===== config.mk =====
export PLATFORM = sky130hd
export DESIGN_NAME = contour_corner_splitter_flat
export DESIGN_NICKNAME = d
export VERILOG_FILES = /design/src/hw/rtl/ccs_pkg.sv /design/src/hw/rtl/ccs_if.sv /design/src/hw/rtl/ccs_ctrl.sv /design/src/hw/rtl/ccs_datapath.sv /design/src/hw/rtl/contour_corner_splitter.sv /design/src/flat_wrapper.sv
export SDC_FILE = /design/constraint.sdc
export NUM_CORES = 2
export LEC_CHECK = 0
export ABC_AREA = 0
export BUFFER_PORTS_ARGS = -buffer_cell sky130_fd_sc_hd__buf_2
export CORE_MARGIN = 2
export CORE_UTILIZATION = 29
export CTS_BUF_LIST = sky130_fd_sc_hd__clkbuf_8 sky130_fd_sc_hd__clkbuf_16
export DETAILED_ROUTE_END_ITERATION = 10
export SLEW_MARGIN = 20
export SYNTH_ARGS = -nofsm -noshare
export SYNTH_HDL_FRONTEND = slang
export SYNTH_SLANG_ARGS = --single-unit

===== constraint.sdc =====
create_clock -name clk -period 12.21 [get_ports clk]
set_clock_uncertainty 0.2 [all_clocks]
set_input_delay 1.221 -clock clk [delete_from_list [all_inputs] [get_ports clk]]
set_output_delay 1.221 -clock clk [all_outputs]
set_load 0.005 [all_outputs]

===== src/hw/rtl/ccs_pkg.sv =====
// Package for the contour corner splitter: widths, constants, codes and
// the controller/datapath command and status types. No dependencies.
`timescale 1ns / 1ps

package ccs_pkg;

  // Fixed sizes of the block.
  localparam int MAX_POINTS = 4096;
  localparam int MAX_WINDOW = 16;
  localparam int COORD_BITS = 11;
  localparam int DEPTH      = 2 * MAX_WINDOW + 1;

  localparam int COORD_W = 11;
  localparam int IDX_W   = 13;
  localparam int ID_W    = 16;
  localparam int COS_W   = 17;
  localparam int WIN_W   = 5;
  localparam int ADDR_W  = 6;
  localparam int CFG_W   = 17;
  localparam int CFGI_W  = 2;
  localparam int DIFF_W  = COORD_W + 1;
  localparam int NORM_W  = 23;
  localparam int DOT_W   = 24;
  localparam int MUL_W   = 25;
  localparam int PROD_W  = 2 * MUL_W;
  localparam int SQ_W    = 2 * NORM_W;
  localparam int PART_W  = COS_W + NORM_W;
  localparam int CMP_W   = SQ_W + COS_W;

  localparam logic [COORD_W-1:0] COORD_MASK = COORD_W'((1 << COORD_BITS) - 1);
  localparam logic [IDX_W-1:0]   IDX_MAX    = IDX_W'(MAX_POINTS);
  localparam logic [ID_W-1:0]    ID_MAX     = '1;

  // Configuration register indexes.
  localparam logic [CFGI_W-1:0] CFG_COS_SQ  = 2'd0;
  localparam logic [CFGI_W-1:0] CFG_MIN_LEN = 2'd1;
  localparam logic [CFGI_W-1:0] CFG_WINDOW  = 2'd2;

  localparam logic [COS_W-1:0] COS_RESET     = 17'd49152;
  localparam logic [IDX_W-1:0] MIN_LEN_RESET = 13'd10;
  localparam logic [WIN_W-1:0] WINDOW_RESET  = 5'd3;

  // Controller states.
  typedef enum logic [3:0] {
    ST_IDLE,
    ST_DIFF,
    ST_AXX,
    ST_AYY,
    ST_BXX,
    ST_BYY,
    ST_DOTX,
    ST_DOTY,
    ST_DSQ,
    ST_NN,
    ST_CLO,
    ST_CHI,
    ST_CMP,
    ST_DECIDE,
    ST_PUSH_BRK,
    ST_PUSH_CLS
  } ccs_state_t;

  // Operation of the shared multiplier.
  typedef enum logic [3:0] {
    MUL_NONE,
    MUL_AXX,
    MUL_AYY,
    MUL_BXX,
    MUL_BYY,
    MUL_DOTX,
    MUL_DOTY,
    MUL_DSQ,
    MUL_NN,
    MUL_CLO,
    MUL_CHI
  } ccs_mul_op_t;

  typedef struct packed {
    logic        load;
    logic        diff;
    ccs_mul_op_t mul;
    logic        cmp;
    logic        decide;
    logic        push_brk;
    logic        push_cls;
  } ccs_cmd_t;

  typedef struct packed {
    logic test;
    logic emit_brk;
    logic emit_cls;
    logic out_free;
  } ccs_stat_t;

  // Window register as used: zero acts as one, large values clamp.
  function automatic logic [WIN_W-1:0] clamp_window(input logic [WIN_W-1:0] w);
    logic [WIN_W-1:0] r;
    r = w;
    if (w == '0) begin
      r = WIN_W'(1);
    end else if (w > WIN_W'(MAX_WINDOW)) begin
      r = WIN_W'(MAX_WINDOW);
    end
    return r;
  endfunction

  // Delay-line address d places behind the write pointer, modulo DEPTH.
  function automatic logic [ADDR_W-1:0] wrap_sub(input logic [ADDR_W-1:0] p,
                                                 input logic [ADDR_W-1:0] d);
    logic [ADDR_W:0] t;
    t = {1'b0, p} - {1'b0, d};
    if (t[ADDR_W]) begin
      t = t + (ADDR_W + 1)'(DEPTH);
    end
    return t[ADDR_W-1:0];
  endfunction

  // A segment [a, b) is reported when it holds at least min_len points.
  // An end below the start wraps to a huge length and always qualifies.
  function automatic logic long_enough(input logic [IDX_W-1:0] a,
                                       input logic [IDX_W-1:0] b,
                                       input logic [IDX_W-1:0] min_len);
    logic [IDX_W-1:0] d;
    d = b - a;
    return (b < a) || (d >= min_len);
  endfunction

endpackage


===== src/hw/rtl/ccs_if.sv =====
// Valid/ready channel interfaces for point words and segment words.
// Depends on ccs_pkg for field widths.
`timescale 1ns / 1ps

interface ccs_in_if;
  logic                         valid;
  logic                         ready;
  logic [ccs_pkg::COORD_W-1:0]  point_x;
  logic [ccs_pkg::COORD_W-1:0]  point_y;
  logic                         last_point;

  modport source (output valid, point_x, point_y, last_point, input ready);
  modport sink   (input valid, point_x, point_y, last_point, output ready);
endinterface

interface ccs_out_if;
  logic                       valid;
  logic                       ready;
  logic [ccs_pkg::IDX_W-1:0]  seg_start;
  logic [ccs_pkg::IDX_W-1:0]  seg_end;
  logic [ccs_pkg::ID_W-1:0]   seg_id;
  logic                       contour_end;
  logic                       run_last;

  modport source (output valid, seg_start, seg_end, seg_id, contour_end, run_last,
                  input ready);
  modport sink   (input valid, seg_start, seg_end, seg_id, contour_end, run_last,
                  output ready);
endinterface


===== src/hw/rtl/ccs_ctrl.sv =====
// Controller of the contour corner splitter: sequences load, difference,
// the multiply steps, the compare and the segment pushes. Uses ccs_pkg.
`timescale 1ns / 1ps

module ccs_ctrl (
  input  logic               clk,
  input  logic               rst_n,
  input  logic               in_valid,
  output logic               in_ready,
  input  ccs_pkg::ccs_stat_t stat,
  output ccs_pkg::ccs_cmd_t  cmd
);
  import ccs_pkg::*;

  ccs_state_t state_r;
  ccs_state_t state_nxt;

  // State register.
  always_ff @(posedge clk) begin
    if (!rst_n) begin
      state_r <= ST_IDLE;
    end else begin
      state_r <= state_nxt;
    end
  end

  // Next state.
  always_comb begin
    state_nxt = state_r;
    unique case (state_r)
      ST_IDLE: begin
        if (in_valid) state_nxt = ST_DIFF;
      end
      ST_DIFF: begin
        state_nxt = stat.test ? ST_AXX : ST_DECIDE;
      end
      ST_AXX:    state_nxt = ST_AYY;
      ST_AYY:    state_nxt = ST_BXX;
      ST_BXX:    state_nxt = ST_BYY;
      ST_BYY:    state_nxt = ST_DOTX;
      ST_DOTX:   state_nxt = ST_DOTY;
      ST_DOTY:   state_nxt = ST_DSQ;
      ST_DSQ:    state_nxt = ST_NN;
      ST_NN:     state_nxt = ST_CLO;
      ST_CLO:    state_nxt = ST_CHI;
      ST_CHI:    state_nxt = ST_CMP;
      ST_CMP:    state_nxt = ST_DECIDE;
      ST_DECIDE: begin
        state_nxt = ST_PUSH_BRK;
      end
      ST_PUSH_BRK: begin
        if (!stat.emit_brk) begin
          state_nxt = ST_PUSH_CLS;
        end else if (stat.out_free) begin
          state_nxt = ST_PUSH_CLS;
        end
      end
      ST_PUSH_CLS: begin
        if (!stat.emit_cls || stat.out_free) state_nxt = ST_IDLE;
      end
      default: state_nxt = ST_IDLE;
    endcase
  end

  // Outputs.
  always_comb begin
    cmd      = '0;
    cmd.mul  = MUL_NONE;
    in_ready = 1'b0;
    unique case (state_r)
      ST_IDLE: begin
        in_ready = 1'b1;
        cmd.load = in_valid;
      end
      ST_DIFF:     cmd.diff     = 1'b1;
      ST_AXX:      cmd.mul      = MUL_AXX;
      ST_AYY:      cmd.mul      = MUL_AYY;
      ST_BXX:      cmd.mul      = MUL_BXX;
      ST_BYY:      cmd.mul      = MUL_BYY;
      ST_DOTX:     cmd.mul      = MUL_DOTX;
      ST_DOTY:     cmd.mul      = MUL_DOTY;
      ST_DSQ:      cmd.mul      = MUL_DSQ;
      ST_NN:       cmd.mul      = MUL_NN;
      ST_CLO:      cmd.mul      = MUL_CLO;
      ST_CHI:      cmd.mul      = MUL_CHI;
      ST_CMP:      cmd.cmp      = 1'b1;
      ST_DECIDE:   cmd.decide   = 1'b1;
      ST_PUSH_BRK: cmd.push_brk = stat.emit_brk && stat.out_free;
      ST_PUSH_CLS: cmd.push_cls = stat.emit_cls && stat.out_free;
      default: begin
        in_ready = 1'b0;
      end
    endcase
  end

endmodule


===== src/hw/rtl/ccs_datapath.sv =====
// Datapath of the contour corner splitter: point delay line, shared
// multiplier, corner compare, segment bookkeeping and output register.
// Uses ccs_pkg; driven by ccs_ctrl commands.
`timescale 1ns / 1ps

module ccs_datapath (
  input  logic                         clk,
  input  logic                         rst_n,
  // Input word
  input  logic [ccs_pkg::COORD_W-1:0]  point_x,
  input  logic [ccs_pkg::COORD_W-1:0]  point_y,
  input  logic                         last_point,
  // Configuration writes
  input  logic                         cfg_we,
  input  logic [ccs_pkg::CFGI_W-1:0]   cfg_index,
  input  logic [ccs_pkg::CFG_W-1:0]    cfg_wdata,
  // Controller link
  input  ccs_pkg::ccs_cmd_t            cmd,
  output ccs_pkg::ccs_stat_t           stat,
  // Result word
  output logic                         out_valid,
  input  logic                         out_ready,
  output logic [ccs_pkg::IDX_W-1:0]    seg_start,
  output logic [ccs_pkg::IDX_W-1:0]    seg_end,
  output logic [ccs_pkg::ID_W-1:0]     seg_id,
  output logic                         contour_end,
  output logic                         run_last
);
  import ccs_pkg::*;

  // Configuration registers.
  logic [COS_W-1:0] cos_sq_r;
  logic [IDX_W-1:0] min_len_r;
  logic [WIN_W-1:0] window_r;

  always_ff @(posedge clk) begin
    if (!rst_n) begin
      cos_sq_r  <= COS_RESET;
      min_len_r <= MIN_LEN_RESET;
      window_r  <= WINDOW_RESET;
    end else if (cfg_we) begin
      unique case (cfg_index)
        CFG_COS_SQ:  cos_sq_r  <= cfg_wdata[COS_W-1:0];
        CFG_MIN_LEN: min_len_r <= cfg_wdata[IDX_W-1:0];
        CFG_WINDOW:  window_r  <= cfg_wdata[WIN_W-1:0];
        default:     cos_sq_r  <= cos_sq_r;
      endcase
    end
  end

  // Contour state.
  logic [IDX_W-1:0]  idx_r;
  logic [IDX_W-1:0]  start_r;
  logic [ID_W-1:0]   count_r;
  logic [ADDR_W-1:0] wp_r;

  // Per-word registers latched at load.
  logic [WIN_W-1:0]   w_r;
  logic               test_r;
  logic               last_r;
  logic [COORD_W-1:0] cur_x_r;
  logic [COORD_W-1:0] cur_y_r;

  // Window as used and the read addresses of the two older points.
  logic [WIN_W-1:0]  w_eff;
  logic [ADDR_W-1:0] w_dist;
  logic [ADDR_W-1:0] w2_dist;
  logic              in_range;
  logic [COORD_W-1:0] x_in;
  logic [COORD_W-1:0] y_in;

  assign w_eff    = clamp_window(window_r);
  assign w_dist   = ADDR_W'(w_eff);
  assign w2_dist  = {w_eff, 1'b0};
  assign in_range = idx_r < IDX_MAX;
  assign x_in     = point_x & COORD_MASK;
  assign y_in     = point_y & COORD_MASK;

  // Point delay line: per load, one write (for an index in range) and two reads.
  logic [2*COORD_W-1:0] mem [DEPTH];
  logic [2*COORD_W-1:0] mid_q;
  logic [2*COORD_W-1:0] old_q;

  always_ff @(posedge clk) begin
    if (cmd.load) begin
      if (in_range) begin
        mem[wp_r] <= {y_in, x_in};
      end
      mid_q <= mem[wrap_sub(wp_r, w_dist)];
      old_q <= mem[wrap_sub(wp_r, w2_dist)];
    end
  end

  always_ff @(posedge clk) begin
    if (cmd.load) begin
      w_r     <= w_eff;
      test_r  <= in_range && (idx_r >= IDX_W'(w2_dist));
      last_r  <= last_point;
      cur_x_r <= x_in;
      cur_y_r <= y_in;
    end
  end

  // Direction vectors: a from the old point to the middle one, b onward.
  logic signed [DIFF_W-1:0] ax_r;
  logic signed [DIFF_W-1:0] ay_r;
  logic signed [DIFF_W-1:0] bx_r;
  logic signed [DIFF_W-1:0] by_r;

  always_ff @(posedge clk) begin
    if (cmd.diff) begin
      ax_r <= signed'({1'b0, mid_q[COORD_W-1:0]}) - signed'({1'b0, old_q[COORD_W-1:0]});
      ay_r <= signed'({1'b0, mid_q[2*COORD_W-1:COORD_W]})
            - signed'({1'b0, old_q[2*COORD_W-1:COORD_W]});
      bx_r <= signed'({1'b0, cur_x_r}) - signed'({1'b0, mid_q[COORD_W-1:0]});
      by_r <= signed'({1'b0, cur_y_r}) - signed'({1'b0, mid_q[2*COORD_W-1:COORD_W]});
    end
  end

  // Shared multiplier and its accumulators.
  logic [NORM_W-1:0]        n1_r;
  logic [NORM_W-1:0]        n2_r;
  logic signed [DOT_W-1:0]  dot_r;
  logic [SQ_W-1:0]          dsq_r;
  logic [SQ_W-1:0]          nn_r;
  logic [PART_W-1:0]        lo_r;
  logic [PART_W-1:0]        hi_r;

  logic signed [MUL_W-1:0]  mul_a;
  logic signed [MUL_W-1:0]  mul_b;
  logic signed [PROD_W-1:0] mul_p;
  logic [DOT_W-1:0]         dot_neg;
  logic [NORM_W-1:0]        dot_abs;

  assign dot_neg = -dot_r;
  assign dot_abs = dot_r[DOT_W-1] ? dot_neg[NORM_W-1:0] : dot_r[NORM_W-1:0];

  // Operand selection.
  always_comb begin
    mul_a = '0;
    mul_b = '0;
    case (cmd.mul)
      MUL_AXX: begin
        mul_a = MUL_W'(ax_r);
        mul_b = MUL_W'(ax_r);
      end
      MUL_AYY: begin
        mul_a = MUL_W'(ay_r);
        mul_b = MUL_W'(ay_r);
      end
      MUL_BXX: begin
        mul_a = MUL_W'(bx_r);
        mul_b = MUL_W'(bx_r);
      end
      MUL_BYY: begin
        mul_a = MUL_W'(by_r);
        mul_b = MUL_W'(by_r);
      end
      MUL_DOTX: begin
        mul_a = MUL_W'(ax_r);
        mul_b = MUL_W'(bx_r);
      end
      MUL_DOTY: begin
        mul_a = MUL_W'(ay_r);
        mul_b = MUL_W'(by_r);
      end
      MUL_DSQ: begin
        mul_a = signed'({2'b00, dot_abs});
        mul_b = signed'({2'b00, dot_abs});
      end
      MUL_NN: begin
        mul_a = signed'({2'b00, n1_r});
        mul_b = signed'({2'b00, n2_r});
      end
      MUL_CLO: begin
        mul_a = signed'({{(MUL_W-COS_W){1'b0}}, cos_sq_r});
        mul_b = signed'({2'b00, nn_r[NORM_W-1:0]});
      end
      MUL_CHI: begin
        mul_a = signed'({{(MUL_W-COS_W){1'b0}}, cos_sq_r});
        mul_b = signed'({2'b00, nn_r[SQ_W-1:NORM_W]});
      end
      default: begin
        mul_a = '0;
        mul_b = '0;
      end
    endcase
  end

  assign mul_p = mul_a * mul_b;

  // Product registers, one step per cycle.
  always_ff @(posedge clk) begin
    case (cmd.mul)
      MUL_AXX:  n1_r  <= mul_p[NORM_W-1:0];
      MUL_AYY:  n1_r  <= n1_r + mul_p[NORM_W-1:0];
      MUL_BXX:  n2_r  <= mul_p[NORM_W-1:0];
      MUL_BYY:  n2_r  <= n2_r + mul_p[NORM_W-1:0];
      MUL_DOTX: dot_r <= mul_p[DOT_W-1:0];
      MUL_DOTY: dot_r <= dot_r + mul_p[DOT_W-1:0];
      MUL_DSQ:  dsq_r <= mul_p[SQ_W-1:0];
      MUL_NN:   nn_r  <= mul_p[SQ_W-1:0];
      MUL_CLO:  lo_r  <= mul_p[PART_W-1:0];
      MUL_CHI:  hi_r  <= mul_p[PART_W-1:0];
      default:  lo_r  <= lo_r;
    endcase
  end

  // Corner compare: dot^2 * 2^16 against cos^2 * |a|^2 * |b|^2; a zero-length vector is a corner if cos^2 is nonzero.
  logic [CMP_W-1:0] lhs;
  logic [CMP_W-1:0] rhs;
  logic             corner_r;

  assign lhs = {1'b0, dsq_r, 16'b0};
  assign rhs = {hi_r, {NORM_W{1'b0}}} + CMP_W'(lo_r);

  always_ff @(posedge clk) begin
    if (cmd.cmp) begin
      if (n1_r == '0 || n2_r == '0) begin
        corner_r <= cos_sq_r != '0;
      end else begin
        corner_r <= lhs < rhs;
      end
    end
  end

  // Segment decision for the word.
  logic [IDX_W-1:0] center;
  logic [IDX_W-1:0] len;
  logic             brk;
  logic [IDX_W-1:0] new_start;

  assign center    = idx_r - IDX_W'(w_r);
  assign len       = in_range ? idx_r + IDX_W'(1) : IDX_MAX;
  assign brk       = test_r && corner_r;
  assign new_start = brk ? center : start_r;

  logic             emit_brk_r;
  logic             emit_cls_r;
  logic [IDX_W-1:0] brk_start_r;
  logic [IDX_W-1:0] brk_end_r;
  logic [IDX_W-1:0] cls_start_r;
  logic [IDX_W-1:0] cls_end_r;

  always_ff @(posedge clk) begin
    if (cmd.decide) begin
      brk_start_r <= start_r;
      brk_end_r   <= center;
      cls_start_r <= new_start;
      cls_end_r   <= len;
    end
  end

  // Contour bookkeeping and emit flags.
  logic out_valid_r;
  logic out_free;
  logic push;

  assign out_free = !out_valid_r || out_ready;
  assign push     = cmd.push_brk || cmd.push_cls;

  always_ff @(posedge clk) begin
    if (!rst_n) begin
      idx_r      <= '0;
      start_r    <= '0;
      wp_r       <= '0;
      count_r    <= '0;
      emit_brk_r <= 1'b0;
      emit_cls_r <= 1'b0;
    end else begin
      if (cmd.decide) begin
        emit_brk_r <= brk && long_enough(start_r, center, min_len_r);
        emit_cls_r <= last_r && (len >= IDX_W'(3))
                      && long_enough(new_start, len, min_len_r);
        if (last_r) begin
          idx_r   <= '0;
          start_r <= '0;
          wp_r    <= '0;
        end else begin
          idx_r   <= len;
          start_r <= new_start;
          if (in_range) begin
            wp_r <= (wp_r == ADDR_W'(DEPTH - 1)) ? '0 : wp_r + ADDR_W'(1);
          end
        end
      end
      if (push && count_r != ID_MAX) begin
        count_r <= count_r + ID_W'(1);
      end
    end
  end

  // Output register.
  logic [IDX_W-1:0] seg_start_r;
  logic [IDX_W-1:0] seg_end_r;
  logic [ID_W-1:0]  seg_id_r;
  logic             contour_end_r;
  logic             run_last_r;

  always_ff @(posedge clk) begin
    if (!rst_n) begin
      out_valid_r <= 1'b0;
    end else if (push) begin
      out_valid_r <= 1'b1;
    end else if (out_ready) begin
      out_valid_r <= 1'b0;
    end
  end

  always_ff @(posedge clk) begin
    if (cmd.push_brk) begin
      seg_start_r   <= brk_start_r;
      seg_end_r     <= brk_end_r;
      seg_id_r      <= count_r;
      contour_end_r <= 1'b0;
      run_last_r    <= !emit_cls_r;
    end else if (cmd.push_cls) begin
      seg_start_r   <= cls_start_r;
      seg_end_r     <= cls_end_r;
      seg_id_r      <= count_r;
      contour_end_r <= 1'b1;
      run_last_r    <= 1'b1;
    end
  end

  // Status to the controller.
  always_comb begin
    stat.test     = test_r;
    stat.emit_brk = emit_brk_r;
    stat.emit_cls = emit_cls_r;
    stat.out_free = out_free;
  end

  assign out_valid   = out_valid_r;
  assign seg_start   = seg_start_r;
  assign seg_end     = seg_end_r;
  assign seg_id      = seg_id_r;
  assign contour_end = contour_end_r;
  assign run_last    = run_last_r;

endmodule


===== src/hw/rtl/contour_corner_splitter.sv =====
// Contour corner splitter: splits contour point words into segment words at sharp turns.
// Each accepted point word passes through load, difference, ten multiply steps, compare, decide
// and two push slots; without a corner test the multiply steps and the compare are skipped.
// A push slot waits while the output register still holds a segment word not yet taken.
// A new point word is accepted only once the previous one has left its push slots.
// Synchronous reset (rst_n low) clears counters, loads defaults; the delay line is kept.
`timescale 1ns / 1ps

module contour_corner_splitter (
  input  logic                       clk,
  input  logic                       rst_n,
  ccs_in_if.sink                     in_ch,
  ccs_out_if.source                  out_ch,
  input  logic                       cfg_we,
  input  logic [ccs_pkg::CFGI_W-1:0] cfg_index,
  input  logic [ccs_pkg::CFG_W-1:0]  cfg_wdata
);
  import ccs_pkg::*;

  ccs_cmd_t  cmd;
  ccs_stat_t stat;

  // Sequencer.
  ccs_ctrl u_ctrl (
    .clk      (clk),
    .rst_n    (rst_n),
    .in_valid (in_ch.valid),
    .in_ready (in_ch.ready),
    .stat     (stat),
    .cmd      (cmd)
  );

  // Arithmetic and storage.
  ccs_datapath u_dp (
    .clk         (clk),
    .rst_n       (rst_n),
    .point_x     (in_ch.point_x),
    .point_y     (in_ch.point_y),
    .last_point  (in_ch.last_point),
    .cfg_we      (cfg_we),
    .cfg_index   (cfg_index),
    .cfg_wdata   (cfg_wdata),
    .cmd         (cmd),
    .stat        (stat),
    .out_valid   (out_ch.valid),
    .out_ready   (out_ch.ready),
    .seg_start   (out_ch.seg_start),
    .seg_end     (out_ch.seg_end),
    .seg_id      (out_ch.seg_id),
    .contour_end (out_ch.contour_end),
    .run_last    (out_ch.run_last)
  );

endmodule


===== src/flat_wrapper.sv =====
// flat-port wrapper written by rule: the top's interface ports become plain ports
module contour_corner_splitter_flat import ccs_pkg::*;
  (clk, rst_n, cfg_we, cfg_index, cfg_wdata, in_ch_valid, in_ch_point_x, in_ch_point_y, in_ch_last_point, in_ch_ready, out_ch_valid, out_ch_seg_start, out_ch_seg_end, out_ch_seg_id, out_ch_contour_end, out_ch_run_last, out_ch_ready);
  ccs_in_if in_ch_i ();
  ccs_out_if out_ch_i ();
  input  logic clk;
  input  logic rst_n;
  input  logic cfg_we;
  input  logic [ccs_pkg::CFGI_W-1:0] cfg_index;
  input  logic [ccs_pkg::CFG_W-1:0] cfg_wdata;
  input wire logic [$bits(in_ch_i.valid)-1:0] in_ch_valid;
  input wire logic [$bits(in_ch_i.point_x)-1:0] in_ch_point_x;
  input wire logic [$bits(in_ch_i.point_y)-1:0] in_ch_point_y;
  input wire logic [$bits(in_ch_i.last_point)-1:0] in_ch_last_point;
  output wire logic [$bits(in_ch_i.ready)-1:0] in_ch_ready;
  output wire logic [$bits(out_ch_i.valid)-1:0] out_ch_valid;
  output wire logic [$bits(out_ch_i.seg_start)-1:0] out_ch_seg_start;
  output wire logic [$bits(out_ch_i.seg_end)-1:0] out_ch_seg_end;
  output wire logic [$bits(out_ch_i.seg_id)-1:0] out_ch_seg_id;
  output wire logic [$bits(out_ch_i.contour_end)-1:0] out_ch_contour_end;
  output wire logic [$bits(out_ch_i.run_last)-1:0] out_ch_run_last;
  input wire logic [$bits(out_ch_i.ready)-1:0] out_ch_ready;
  assign in_ch_i.valid = in_ch_valid;
  assign in_ch_i.point_x = in_ch_point_x;
  assign in_ch_i.point_y = in_ch_point_y;
  assign in_ch_i.last_point = in_ch_last_point;
  assign in_ch_ready = in_ch_i.ready;
  assign out_ch_valid = out_ch_i.valid;
  assign out_ch_seg_start = out_ch_i.seg_start;
  assign out_ch_seg_end = out_ch_i.seg_end;
  assign out_ch_seg_id = out_ch_i.seg_id;
  assign out_ch_contour_end = out_ch_i.contour_end;
  assign out_ch_run_last = out_ch_i.run_last;
  assign out_ch_i.ready = out_ch_ready;
  contour_corner_splitter u_core (.clk(clk), .rst_n(rst_n), .in_ch(in_ch_i), .out_ch(out_ch_i), .cfg_we(cfg_we), .cfg_index(cfg_index), .cfg_wdata(cfg_wdata));
endmodule

==> results.yml <==
floorplan:
  row_count: 202
  core-area_um2: 302000
  die_x_um: 554
  dieArea_um2: 307000
  io_pins: 93
  start_util_pct: 29.1
  die_h_um: 554
sta:
  fmax_ghz: 0.0889
  min_period_ns: 11.24
  final-hold-violation-count: 0
  tightest_slew_ns: 1.25
  finalSetupViolations: 0
  finalMaxSlewViolations: 0
  final.period_utilization_pct: 92.1
  slew_headroom_pct: 16.5
  rsz0062_at_grt: "no"
  setup_tns_ns: 0
yosys:
  synthCells: 8221
  synth-main-ff-cell: "edfxtp_1"
  ys_ff_latch: 1276
  yosysWarnings: 0
  syn-num-nets: 9284
  ys_types: 96
  synthArstFlopShare_pct: 0
  synth_top_area_cell: "edfxtp_1"
  synth.avg_cell_area_um2: 10.7
  synth_enable_flop_cells: 1185
  seq_area_frac_synth_pct: 42.6
  syn_area_um2: 87900
  synth_top_area_share_pct: 40.5
  synth.area.top_cells: "edfxtp_1 41%, fa_1 14%, ha_1 5.7%"
detailed_routing:
  wl_per_cell_um: 25.0
  dr_total_vias: 69800
  detail-route-antenna-nets: 0
  drtIter0Drc: 9800
  vias_per_cell: 5.68
  firstDrtPassIters: 10
  drc: 0
  routed_wl_um: 307000
worst_setup_path:
  cp-endpoint: "u_core.u_dp.dot_r[23]"
  critPathRequiredTime_ns: 12.53
  cp-startpoint: "u_core.u_ctrl.state_r[2]"
  timing.rr.start: "u_core.u_ctrl.state_r[2]"
  cp_top_family: "adder cells"
  reg2regPathDepth: 34
  slowest_stage: "xor2_1"
  r2r_end: "u_core.u_dp.dot_r[23]"
  cpPeakStageDelay_ns: 0.77
  cp_max_fo: 29
  startpoint_type: "register"
  critPathKind: "reg2reg"
  worst_setup_path_end_kind: "register"
  reg2reg_slack_ns: 0.97
  crit_buf_inv: 7
  arrival_ns: 11.56
  path_depth: 34
clock_tree:
  clk_pin_slew_ns: 0.07
  root_buffer: "clkbuf_16"
  clkSinkCount: 1276
  post_cts_resized: 0
  cts_tree: "yes"
  post-cts-setup-buffers: 0
  cts_buffer_depth: 3
  clock_latency_ns: 0.79
  cts_buffers: 143
  cts-htree-levels: 4
  cts_hold_buf: 0
layout:
  syn_to_final_growth_pct: 11.9
  drive_above_1_share_pct: 8.76
  finish.utilization_pct: 32.5
  fill_cells: 30100
  final_cell_mix: "1,185 x edfxtp_1, 876 x nand2_1, 853 x inv_1"
  layout_commonest_cell: "edfxtp_1"
  multi_input_area_um2: 45900
  fin_nets: 9247
  regArea_um2: 37400
grt:
  antenna_found_initial: 23
  grt_max_degree: 132
  grtUsageTotal_pct: 19.4
  grt_pass1_vias: 68800
  grt_pass1_wl_um: 451000
  grt_overflow: 0
worst_hold_path:
  min_path_cells: 0
  hold_class: "reg2reg"
power:
  leakage_uw: 0.0350
  ir_drop_uv: 155
  p_per_area_nw_per_um2: 121
placed_design:
  portBuffers: 92
  hpwl_um: 212000
  routabilityCongestion: 0.988
job:
  drv_cap: 0
status:
  status: "complete, no violations"
## registers in the layout, summed over array words and instances (netlist names), 17 cells and up
| name | cells |
|---|---|
| u_core.u_dp.mem | 726 |
| u_core.u_dp.dsq_r | 46 |
| u_core.u_dp.nn_r | 46 |
| u_core.u_dp.hi_r | 40 |
| u_core.u_dp.lo_r | 40 |
| u_core.u_dp.dot_r | 24 |
| u_core.u_dp.n1_r | 23 |
| u_core.u_dp.n2_r | 23 |
| u_core.u_dp.mid_q | 22 |
| u_core.u_dp.old_q | 22 |
| u_core.u_dp.cos_sq_r | 17 |
## cells in the mapped netlist, types with 71 or more instances
| master | instances |
|---|---|
| edfxtp_1 | 1185 |
| nand2_1 | 876 |
| inv_1 | 821 |
| nor2_1 | 622 |
| fa_1 | 619 |
| clkbuf_1 | 406 |
| ha_1 | 397 |
| o22ai_1 | 357 |
| o21ai_0 | 290 |
| a21oi_1 | 287 |
| a221oi_1 | 265 |
| nor3_1 | 174 |
| o221ai_1 | 155 |
| xnor2_1 | 144 |
| nand3_1 | 140 |
| xor2_1 | 103 |
| dfxtp_1 | 91 |
| a21o_1 | 79 |
| mux2i_1 | 78 |
| nor2b_1 | 78 |
| a211oi_1 | 75 |
| nand4_1 | 71 |
## cells by family after synthesis
| group | synth area share [%] |
|---|---|
| AOI/OAI and AO/OA | 15.6 |
| adders and majority gates | 19.8 |
| xor gates and xnor gates | 2.51 |
| DFF | 42.6 |
| muxes | 2.45 |
| and+or+nand+nor | 11.3 |
| buffers and inverters | 5.79 |
## metal layers
metal	up-vias	part of all wire (%)	global-route usage, %
li1	29900	-	-
met1	34800	39	25.2
met2	4256	45	30.8
met3	832	10	3.91
met4	8	5.3	9.68
met5	-	0.018	0
## per-stage QoR
| step | instance area, um^2 | worst slack [ns] | instances | power [uW] | hold WS, ns |
|---|---|---|---|---|---|
| 2_1_floorplan | 87900 | 1.50 | 8221 | 6690 | 0.231 |
| 3_3_place_gp | 93600 | 1.09 | 12000 | 7640 | 0.243 |
| 3_5_place_dp | 93600 | 1.05 | 12000 | 7670 | 0.250 |
| 4_1_cts | 98300 | 1.01 | 12300 | 11900 | 0.248 |
| 5_1_grt | 98300 | 0.399 | 12300 | 12300 | 0.285 |
| 6_report | 98300 | 0.967 | 12300 | 11900 | 0.254 |
## where the power goes
group	internal, uW	total (uW)	leakage [uW]	switching [uW]
Sequential	5100	5310	0.0111	207
Clock	2440	4270	0.00239	1820
Combinational	744	2360	0.0215	1620
## area by class of cell
cell class | count | area share, %
diodes | 8 | 0.0204
clock buffers | 150 | 3.82
clock inverters | 111 | 0.889
inverters | 834 | 3.19
multi-input cells | 5608 | 46.7
flip-flops and latches | 1276 | 38.1
well taps | 3978 | 5.06
repair buffers | 321 | 2.27
## worst min path at each step
stage                        startpoint                     endpoint
2_1_floorplan   u_core.u_dp.start_r[11]  u_core.u_dp.brk_start_r[11]
3_3_place_gp   u_core.u_dp.min_len_r[6]     u_core.u_dp.min_len_r[6]
3_5_place_dp   u_core.u_dp.min_len_r[6]     u_core.u_dp.min_len_r[6]
4_1_cts         u_core.u_dp.start_r[11]  u_core.u_dp.brk_start_r[11]
5_1_grt        u_core.u_dp.min_len_r[2]     u_core.u_dp.min_len_r[2]
6_report        u_core.u_dp.start_r[11]  u_core.u_dp.brk_start_r[11]
Note: power is estimated with default switching activity, not from simulation.
